===== src/design/pfr_pkg.sv =====
package pfr_pkg;

  localparam logic [7:0] STOP_BYTE    = 8'h16;
  localparam logic [7:0] DEFAULT_TYPE = 8'h68;
  localparam logic [4:0] DEFAULT_CAP  = 5'd24;
  localparam logic [7:0] SHORT_LIMIT  = 8'd6;
  localparam logic [7:0] CODE_IDX     = 8'd1;
  localparam logic [7:0] PAYLOAD_IDX  = 8'd5;

  localparam logic [1:0] ST_OK      = 2'd0;
  localparam logic [1:0] ST_BAD     = 2'd1;
  localparam logic [1:0] ST_LONG    = 2'd2;
  localparam logic [1:0] ST_UNKNOWN = 2'd3;

  localparam logic CFG_FRAME_TYPE = 1'b0;
  localparam logic CFG_CAPACITY   = 1'b1;

  typedef enum logic [2:0] {
    EM_NONE,
    EM_UNKNOWN,
    EM_SHORT,
    EM_BAD,
    EM_LONG,
    EM_PAYLOAD
  } emit_t;

  typedef struct packed {
    logic  ld_len1;
    logic  clr_frame;
    logic  body_step;
    logic  chk_step;
    logic  rd_start;
    logic  rd_next;
    emit_t emit;
  } ctrl_cmd_t;

  typedef struct packed {
    logic type_match;
    logic len_match;
    logic len_zero;
    logic body_done;
    logic short_frame;
    logic chk_good;
    logic too_long;
    logic drain_last;
    logic out_free;
  } ctrl_sts_t;

endpackage


===== src/design/pfr_ram.sv =====
module pfr_ram #(
  parameter int WIDTH = 8,
  parameter int DEPTH = 24
) (
  input  logic                                      clk,
  input  logic                                      wr_en,
  input  logic [((DEPTH > 1) ? $clog2(DEPTH) : 1)-1:0] wr_addr,
  input  logic [WIDTH-1:0]                          wr_data,
  input  logic [((DEPTH > 1) ? $clog2(DEPTH) : 1)-1:0] rd_addr,
  output logic [WIDTH-1:0]                          rd_data
);

  logic [WIDTH-1:0] mem [DEPTH];

  always_ff @(posedge clk) begin
    if (wr_en) begin
      mem[wr_addr] <= wr_data;
    end
    rd_data <= mem[rd_addr];
  end

endmodule


===== src/design/pfr_dp.sv =====
module pfr_dp
  import pfr_pkg::*;
#(
  parameter int MAX_PAYLOAD = 24
) (
  input  logic       clk,
  input  logic       rst_n,
  input  ctrl_cmd_t  cmd,
  output ctrl_sts_t  sts,
  input  logic [7:0] in_rx_byte,
  input  logic       cfg_we,
  input  logic       cfg_index,
  input  logic [7:0] cfg_data,
  output logic       out_valid,
  input  logic       out_stall,
  output logic [7:0] out_payload_byte,
  output logic       out_has_data,
  output logic [7:0] out_message_code,
  output logic [4:0] out_payload_len,
  output logic [1:0] out_frame_status,
  output logic       out_last
);

  localparam int AW = (MAX_PAYLOAD > 1) ? $clog2(MAX_PAYLOAD) : 1;

  logic [7:0]    frame_type_r, frame_type_nxt;
  logic [4:0]    cap_r, cap_nxt;
  logic [7:0]    first_len_r, first_len_nxt;
  logic [7:0]    byte_idx_r, byte_idx_nxt;
  logic [7:0]    sum_r, sum_nxt;
  logic [7:0]    code_r, code_nxt;
  logic [AW-1:0] rd_idx_r, rd_idx_nxt;
  logic          out_valid_r, out_valid_nxt;

  logic [7:0] data_r, data_nxt;
  logic       has_r, has_nxt;
  logic [7:0] mcode_r, mcode_nxt;
  logic [4:0] plen_r, plen_nxt;
  logic [1:0] status_r, status_nxt;
  logic       last_r, last_nxt;

  logic [7:0] pos;
  logic       wr_en;
  logic [7:0] rd_data;
  logic [7:0] ulen;
  logic [6:0] eff_cap;
  logic       load;

  pfr_ram #(
    .WIDTH(8),
    .DEPTH(MAX_PAYLOAD)
  ) u_store (
    .clk    (clk),
    .wr_en  (wr_en),
    .wr_addr(pos[AW-1:0]),
    .wr_data(in_rx_byte),
    .rd_addr(rd_idx_r),
    .rd_data(rd_data)
  );

  assign pos     = byte_idx_r - PAYLOAD_IDX;
  assign wr_en   = cmd.body_step && (byte_idx_r >= PAYLOAD_IDX) && (pos < 8'(MAX_PAYLOAD));
  assign ulen    = first_len_r - SHORT_LIMIT;
  assign eff_cap = ({2'b00, cap_r} > 7'(MAX_PAYLOAD)) ? 7'(MAX_PAYLOAD) : {2'b00, cap_r};
  assign load    = (cmd.emit != EM_NONE);

  always_comb begin
    sts.type_match  = (in_rx_byte == frame_type_r);
    sts.len_match   = (in_rx_byte == first_len_r);
    sts.len_zero    = (first_len_r == 8'd0);
    sts.body_done   = ((byte_idx_r + 8'd1) == first_len_r);
    sts.short_frame = (first_len_r <= SHORT_LIMIT);
    sts.chk_good    = (sum_r == 8'd0) && (in_rx_byte == STOP_BYTE);
    sts.too_long    = (ulen > {1'b0, eff_cap});
    sts.drain_last  = ((8'(rd_idx_r) + 8'd1) == ulen);
    sts.out_free    = !out_valid_r || !out_stall;
  end

  always_comb begin
    frame_type_nxt = frame_type_r;
    cap_nxt        = cap_r;
    if (cfg_we) begin
      unique case (cfg_index)
        CFG_FRAME_TYPE: frame_type_nxt = cfg_data;
        CFG_CAPACITY:   cap_nxt        = cfg_data[4:0];
        default:        ;
      endcase
    end

    first_len_nxt = cmd.ld_len1 ? in_rx_byte : first_len_r;
    byte_idx_nxt  = byte_idx_r;
    sum_nxt       = sum_r;
    code_nxt      = code_r;
    if (cmd.clr_frame) begin
      byte_idx_nxt = 8'd0;
      sum_nxt      = 8'd0;
      code_nxt     = 8'd0;
    end else if (cmd.body_step) begin
      byte_idx_nxt = byte_idx_r + 8'd1;
      sum_nxt      = sum_r + in_rx_byte;
      if (byte_idx_r == CODE_IDX) begin
        code_nxt = in_rx_byte;
      end
    end else if (cmd.chk_step) begin
      sum_nxt = sum_r - in_rx_byte;
    end

    priority if (cmd.rd_start) begin
      rd_idx_nxt = '0;
    end else if (cmd.rd_next) begin
      rd_idx_nxt = rd_idx_r + 1'b1;
    end else begin
      rd_idx_nxt = rd_idx_r;
    end
  end

  // output register: every non-payload report is a single transaction with last set
  always_comb begin
    data_nxt   = data_r;
    has_nxt    = has_r;
    mcode_nxt  = mcode_r;
    plen_nxt   = plen_r;
    status_nxt = status_r;
    last_nxt   = last_r;
    if (load) begin
      data_nxt   = 8'd0;
      has_nxt    = 1'b0;
      mcode_nxt  = 8'd0;
      plen_nxt   = 5'd0;
      last_nxt   = 1'b1;
      status_nxt = ST_OK;
      unique case (cmd.emit)
        EM_UNKNOWN: status_nxt = ST_UNKNOWN;
        EM_BAD:     status_nxt = ST_BAD;
        EM_LONG:    status_nxt = ST_LONG;
        EM_PAYLOAD: begin
          data_nxt  = rd_data;
          has_nxt   = 1'b1;
          mcode_nxt = code_r;
          plen_nxt  = ulen[4:0];
          last_nxt  = sts.drain_last;
        end
        default:    status_nxt = ST_OK;
      endcase
    end
    out_valid_nxt = load || (out_valid_r && out_stall);
  end

  always_ff @(posedge clk) begin
    if (!rst_n) begin
      frame_type_r <= DEFAULT_TYPE;
      cap_r        <= DEFAULT_CAP;
      first_len_r  <= 8'd0;
      byte_idx_r   <= 8'd0;
      sum_r        <= 8'd0;
      code_r       <= 8'd0;
      rd_idx_r     <= '0;
      out_valid_r  <= 1'b0;
    end else begin
      frame_type_r <= frame_type_nxt;
      cap_r        <= cap_nxt;
      first_len_r  <= first_len_nxt;
      byte_idx_r   <= byte_idx_nxt;
      sum_r        <= sum_nxt;
      code_r       <= code_nxt;
      rd_idx_r     <= rd_idx_nxt;
      out_valid_r  <= out_valid_nxt;
    end
  end

  always_ff @(posedge clk) begin
    data_r   <= data_nxt;
    has_r    <= has_nxt;
    mcode_r  <= mcode_nxt;
    plen_r   <= plen_nxt;
    status_r <= status_nxt;
    last_r   <= last_nxt;
  end

  assign out_valid        = out_valid_r;
  assign out_payload_byte = data_r;
  assign out_has_data     = has_r;
  assign out_message_code = mcode_r;
  assign out_payload_len  = plen_r;
  assign out_frame_status = status_r;
  assign out_last         = last_r;

endmodule


===== src/design/pfr_ctrl.sv =====
module pfr_ctrl
  import pfr_pkg::*;
(
  input  logic      clk,
  input  logic      rst_n,
  input  logic      in_valid,
  output logic      in_stall,
  input  ctrl_sts_t sts,
  output ctrl_cmd_t cmd
);

  typedef enum logic [8:0] {
    S_HUNT     = 9'b000000001,
    S_LEN1     = 9'b000000010,
    S_LEN2     = 9'b000000100,
    S_TYPE2    = 9'b000001000,
    S_BODY     = 9'b000010000,
    S_CHK      = 9'b000100000,
    S_STOP     = 9'b001000000,
    S_DRAIN_RD = 9'b010000000,
    S_DRAIN_WR = 9'b100000000
  } state_t;

  state_t state_r, state_nxt;
  logic   draining;
  logic   in_fire;

  assign draining = (state_r == S_DRAIN_RD) || (state_r == S_DRAIN_WR);
  assign in_stall = draining || !sts.out_free;
  assign in_fire  = in_valid && !in_stall;

  always_comb begin
    state_nxt     = state_r;
    cmd.ld_len1   = 1'b0;
    cmd.clr_frame = 1'b0;
    cmd.body_step = 1'b0;
    cmd.chk_step  = 1'b0;
    cmd.rd_start  = 1'b0;
    cmd.rd_next   = 1'b0;
    cmd.emit      = EM_NONE;
    unique case (state_r)
      S_HUNT: begin
        if (in_fire) begin
          if (sts.type_match) begin
            state_nxt = S_LEN1;
          end else begin
            cmd.emit = EM_UNKNOWN;
          end
        end
      end
      S_LEN1: begin
        if (in_fire) begin
          cmd.ld_len1 = 1'b1;
          state_nxt   = S_LEN2;
        end
      end
      S_LEN2: begin
        if (in_fire) begin
          if (sts.len_match) begin
            state_nxt = S_TYPE2;
          end else begin
            cmd.emit  = EM_UNKNOWN;
            state_nxt = S_HUNT;
          end
        end
      end
      S_TYPE2: begin
        if (in_fire) begin
          cmd.clr_frame = 1'b1;
          state_nxt     = sts.len_zero ? S_CHK : S_BODY;
        end
      end
      S_BODY: begin
        if (in_fire) begin
          cmd.body_step = 1'b1;
          if (sts.body_done) begin
            state_nxt = S_CHK;
          end
        end
      end
      S_CHK: begin
        if (in_fire) begin
          cmd.chk_step = 1'b1;
          state_nxt    = S_STOP;
        end
      end
      S_STOP: begin
        if (in_fire) begin
          state_nxt = S_HUNT;
          priority if (sts.short_frame) begin
            cmd.emit = EM_SHORT;
          end else if (!sts.chk_good) begin
            cmd.emit = EM_BAD;
          end else if (sts.too_long) begin
            cmd.emit = EM_LONG;
          end else begin
            cmd.rd_start = 1'b1;
            state_nxt    = S_DRAIN_RD;
          end
        end
      end
      S_DRAIN_RD: state_nxt = S_DRAIN_WR;
      S_DRAIN_WR: begin
        if (sts.out_free) begin
          cmd.emit = EM_PAYLOAD;
          if (sts.drain_last) begin
            state_nxt = S_HUNT;
          end else begin
            cmd.rd_next = 1'b1;
            state_nxt   = S_DRAIN_RD;
          end
        end
      end
      default: state_nxt = S_HUNT;
    endcase
  end

  always_ff @(posedge clk) begin
    if (!rst_n) begin
      state_r <= S_HUNT;
    end else begin
      state_r <= state_nxt;
    end
  end

endmodule


===== src/design/pei_frame_receiver.sv =====
// A report caused by a byte is loaded into the output register at the edge that takes the
// byte. Throughput: one byte per cycle while a frame is received and the output is not stalled.
// A good frame's payload bytes are then read from the store one at a time, each passing through
// S_DRAIN_RD and S_DRAIN_WR (store read is registered) and loaded once the output is free; no
// input is taken during the drain, nor while a result waits under stall.
// Reset (rst_n, synchronous, active low) returns to hunting, empties the output register and
// restores frame_type 0x68 and payload_capacity 24.
module pei_frame_receiver
  import pfr_pkg::*;
#(
  parameter int MAX_PAYLOAD = 24
) (
  input  logic       clk,
  input  logic       rst_n,
  input  logic       in_valid,
  output logic       in_stall,
  input  logic [7:0] in_rx_byte,
  output logic       out_valid,
  input  logic       out_stall,
  output logic [7:0] out_payload_byte,
  output logic       out_has_data,
  output logic [7:0] out_message_code,
  output logic [4:0] out_payload_len,
  output logic [1:0] out_frame_status,
  output logic       out_last,
  input  logic       cfg_valid,
  output logic       cfg_ready,
  input  logic       cfg_index,
  input  logic [7:0] cfg_data
);

  ctrl_cmd_t cmd;
  ctrl_sts_t sts;

  assign cfg_ready = 1'b1;

  pfr_ctrl u_ctrl (
    .clk     (clk),
    .rst_n   (rst_n),
    .in_valid(in_valid),
    .in_stall(in_stall),
    .sts     (sts),
    .cmd     (cmd)
  );

  pfr_dp #(
    .MAX_PAYLOAD(MAX_PAYLOAD)
  ) u_dp (
    .clk             (clk),
    .rst_n           (rst_n),
    .cmd             (cmd),
    .sts             (sts),
    .in_rx_byte      (in_rx_byte),
    .cfg_we          (cfg_valid && cfg_ready),
    .cfg_index       (cfg_index),
    .cfg_data        (cfg_data),
    .out_valid       (out_valid),
    .out_stall       (out_stall),
    .out_payload_byte(out_payload_byte),
    .out_has_data    (out_has_data),
    .out_message_code(out_message_code),
    .out_payload_len (out_payload_len),
    .out_frame_status(out_frame_status),
    .out_last        (out_last)
  );

  // a new result never overwrites one still held under stall
  a_no_overwrite: assert property (@(posedge clk) disable iff (!rst_n)
    (cmd.emit != EM_NONE) |-> sts.out_free)
    else $error("result loaded over a pending transaction");

  // body bytes only advance on an accepted transaction
  a_body_on_accept: assert property (@(posedge clk) disable iff (!rst_n)
    (cmd.body_step || cmd.chk_step || cmd.ld_len1) |-> (in_valid && !in_stall))
    else $error("frame state moved without an input transaction");

  // error reports are single transactions
  a_err_last: assert property (@(posedge clk) disable iff (!rst_n)
    (out_valid && (out_frame_status != ST_OK)) |-> (out_last && !out_has_data))
    else $error("error report not a single last transaction");

endmodule


===== config.mk =====
export PLATFORM = sky130hd
export DESIGN_NAME = pei_frame_receiver
export DESIGN_NICKNAME = d
export VERILOG_FILES = /design/src/design/pfr_pkg.sv /design/src/design/pfr_ram.sv /design/src/design/pfr_dp.sv /design/src/design/pfr_ctrl.sv /design/src/design/pei_frame_receiver.sv
export SDC_FILE = /design/constraint.sdc
export NUM_CORES = 1
export LEC_CHECK = 0
export BUFFER_PORTS_ARGS = -buffer_cell sky130_fd_sc_hd__buf_4
export CAP_MARGIN = 20
export CORE_ASPECT_RATIO = 0.75
export CORE_MARGIN = 4
export CORE_UTILIZATION = 45
export CTS_BUF_LIST = sky130_fd_sc_hd__clkbuf_4 sky130_fd_sc_hd__clkbuf_8
export DETAILED_ROUTE_END_ITERATION = 12
export PLACE_DENSITY = 0.62
export SYNTH_ARGS = -nofsm -noshare
export SYNTH_HDL_FRONTEND = slang
export SYNTH_SLANG_ARGS = --single-unit

===== constraint.sdc =====
create_clock -name clk -period 3.3 [get_ports clk]
set_input_delay 0.165 -clock clk [delete_from_list [all_inputs] [get_ports clk]]
set_output_delay 0.165 -clock clk [all_outputs]
set_load 0.02 [all_outputs]

==> flow_summary.yaml <==
run_status:
  status: "completed"
floorplan:
  core.rowCount: 53
  coreArea_sq_um: 28000
  die_h_microns: 154
  fp.dieArea_sq_um: 31100
  start_util: 0.456
  ios: 50
  die_w_microns: 202
logic_synthesis:
  synth_edf_count: 217
  synthArstFlopShare: 0
  seq_area_frac_synth: 0.617
  yosys_warnings: 0
  synth.distinct_cells: 65
  syn-num-nets: 962
  yosys_most_used_dff: "edfxtp_1"
  yosys_register_bits: 285
  avgSynthCellArea_sq_um: 13.9
  synth_top_area_share: 0.511
  yosysTopAreaCell: "edfxtp_1"
  netlist_area_sq_um: 12800
  ys_top_cells_by_area: "edfxtp_1 (51%), dfxtp_1 (11%), mux4_2 (9.9%), mux2i_1 (2.7%), xor2_1 (2.5%)"
  syn_inst: 916
clock_tree:
  clock-sinks: 285
  worst_setup_hold_path_clk_slew_ns: 0.07
  cts_buffer_depth: 3
  clk_latency_ns: 0.56
  htree_levels: 2
  cts-root-buf: "clkbuf_8"
  numCtsBuffers: 44
  cts_tree: "done"
drt:
  detail_route.first_pass.iterations: 5
  vias: 7624
  routedWlPerCell_microns: 19.9
  final_antenna_net_count: 0
  drtIter0Drc: 545
  drc: 0
  postRouteWirelength_mm: 28.8
  vias_per_cell: 5.27
layout:
  nets: 1073
  syn_to_final_growth_pct: 17.5
  drive_above_1_share: 0.244
  largest_register_ffs: 192
  fin_util: 0.536
  largest-register: "u_dp.u_store.mem"
  stdcell_count: 1446
  diodes: 0
  reg_top3: "u_dp.u_store.mem x192, u_ctrl.state_r x9"
  final_area_sq_um: 15000
setup_path:
  crit_start: "u_ctrl.state_r[3]"
  crit-reg2reg-launch: "u_ctrl.state_r[3]"
  end_kind: "register"
  start_kind: "register"
  worstPathArrival_ns: 3.73
  required_ns: 3.79
  path_max_fanout: 2
  critPathKind: "reg2reg"
placement:
  dp_hpwl_mm: 18.9
  port_buffers: 48
  gp_congestion: 0.834
  place_ws_ns: -0.0171
  placedCellCount: 1341
  place_area_sq_um: 13800
grt:
  grt_use_total: 0.187
  grt_max_degree: 50
  grt_antenna_before_repair: 0
  grt_overflow: 0
  grt_pass1_wl_mm: 44.8
  grt_pass1_vias: 7535
power_and_ir_drop:
  p_leak_nw: 5.39
  finalPower_mw: 8.04
  ir_worst_vdd_v: 0.000280
  powerDensity_nw_per_um2: 537
timing:
  drv_slew: 0
  worst_pin_slew_ns: 0.747
  setup_ws_ns: 0.0582
  rsz0062_at_grt: "true"
  setup_viol: 0
  layout_worst_path_cycle_share: 0.982
  whs_ns: 0.0744
  max-slew-margin-rel: 0.501
  setup-tns-final_ns: 0
  clock_skew_ns: 0.0200
  max_freq_mhz: 308
  finalHoldViolCount: 0
  period_needed_ns: 3.24
worst_hold_path:
  hp-class: "in2reg"
  hold_start: "in_rx_byte[5]"
run:
  drv_cap: 0
## logic make-up (layout without fill, tap and decap cells)
logic type / after synthesis / count (layout) / synth area share
buffers and inverters: 82 / 227 / 0.0260
adders and majority gates: 24 / 24 / 0.0241
AOI/OAI and AO/OA: 90 / 90 / 0.0461
other: 1 / 1 / 0.000294
DFF: 285 / 285 / 0.617
and+or+nand+nor: 279 / 279 / 0.113
muxes: 92 / 92 / 0.127
xor gates and xnor gates: 63 / 63 / 0.0456
## metal layers
| layer | wire (microns) | track usage | share of wire | vias up |
|---|---|---|---|---|
| met1 | 14200 | 0.298 | 0.49 | 3743 |
| met4 | 372 | 0.0430 | 0.013 | 0 |
| met3 | 1810 | 0.0363 | 0.063 | 30 |
| li1 | - | - | - | 3648 |
| met2 | 12400 | 0.266 | 0.43 | 203 |
| met5 | 0 | 0 | 0 | - |
## report_power, final
group          switching, mW  internal (mW)
sequential            0.0492           4.01
combinational          0.570          0.365
clock                   1.35           1.70
total                   1.97           6.07
## cells in the final DEF (no fill, tap or decap), drive strengths merged, types with 6 or more instances in the layout
cell type,n
nand2,55
nand4,8
and2,13
xor2,37
a21oi,28
inv,21
clkinv,8
a21boi,8
ha,23
dfxtp,68
a211oi,7
xnor2,24
mux2i,34
nand3,25
dlygate4sd3,21
clkbuf,69
nand2b,6
and3,28
mux4,56
buf,106
o21ai,17
nor3,10
nor2b,19
nor2,83
nor4,8
edfxtp,217
## layout make-up
class                           count  area (sq um)
Inverter                           20          75.1
Sequential cell                   285          7890
Clock inverter                     11          92.6
Timing Repair Buffer              127          1030
Clock buffer                       69           837
Fill cell                        2349         13000
Tap cell                          385           482
Multi-Input combinational cell    549          4580
## worst max-delay path: stages (launching register included)
cell      delay (ns)
dfxtp_2         0.33
nor4_4          0.30
nand2_2         0.11
nor3_4          0.22
mux2_4          0.35
ha_4            0.22
a21o_1          0.18
a211oi_2        0.20
nor2_2          0.07
o41ai_2         0.34
xor3_1          0.40
or3_1           0.32
a21oi_1         0.12
## cells in the mapped netlist (all sizes together) (4+ instances only)
cell type / n
dfxtp: 68
a21o: 4
a21oi: 28
nor2b: 19
clkbuf: 40
nand3: 25
o21ai: 17
mux2i: 34
buf: 22
nor3: 10
a211oi: 7
ha: 23
nor2: 83
xor2: 37
nand2b: 6
and3: 28
xnor2: 24
nand4: 8
mux4: 56
nor4b: 4
nand2: 55
or3: 4
a21boi: 8
inv: 20
and2: 13
edfxtp: 217
and4: 4
a31oi: 4
nor4: 8
## timing repair
item,CTS,global route
hold buffers,21,0
pin swaps,0,9
resized for setup,1,8
endpoints found under the hold margin,24,0
setup buffers,0,4
setup endpoints to repair,1,1
## path summary, 6_finish.rpt
path              slack, ns                endpoint  depth (start not counted)
hold / removal         0.07  u_dp.u_store.mem[4][5]                          1
setup reg to reg       0.06           u_dp.sum_r[7]                         12
setup / recovery       0.06           u_dp.sum_r[7]                         12
hold reg to reg        0.47           u_dp.cap_r[0]                          2
No activity file was read; power rests on OpenSTA's default activity.
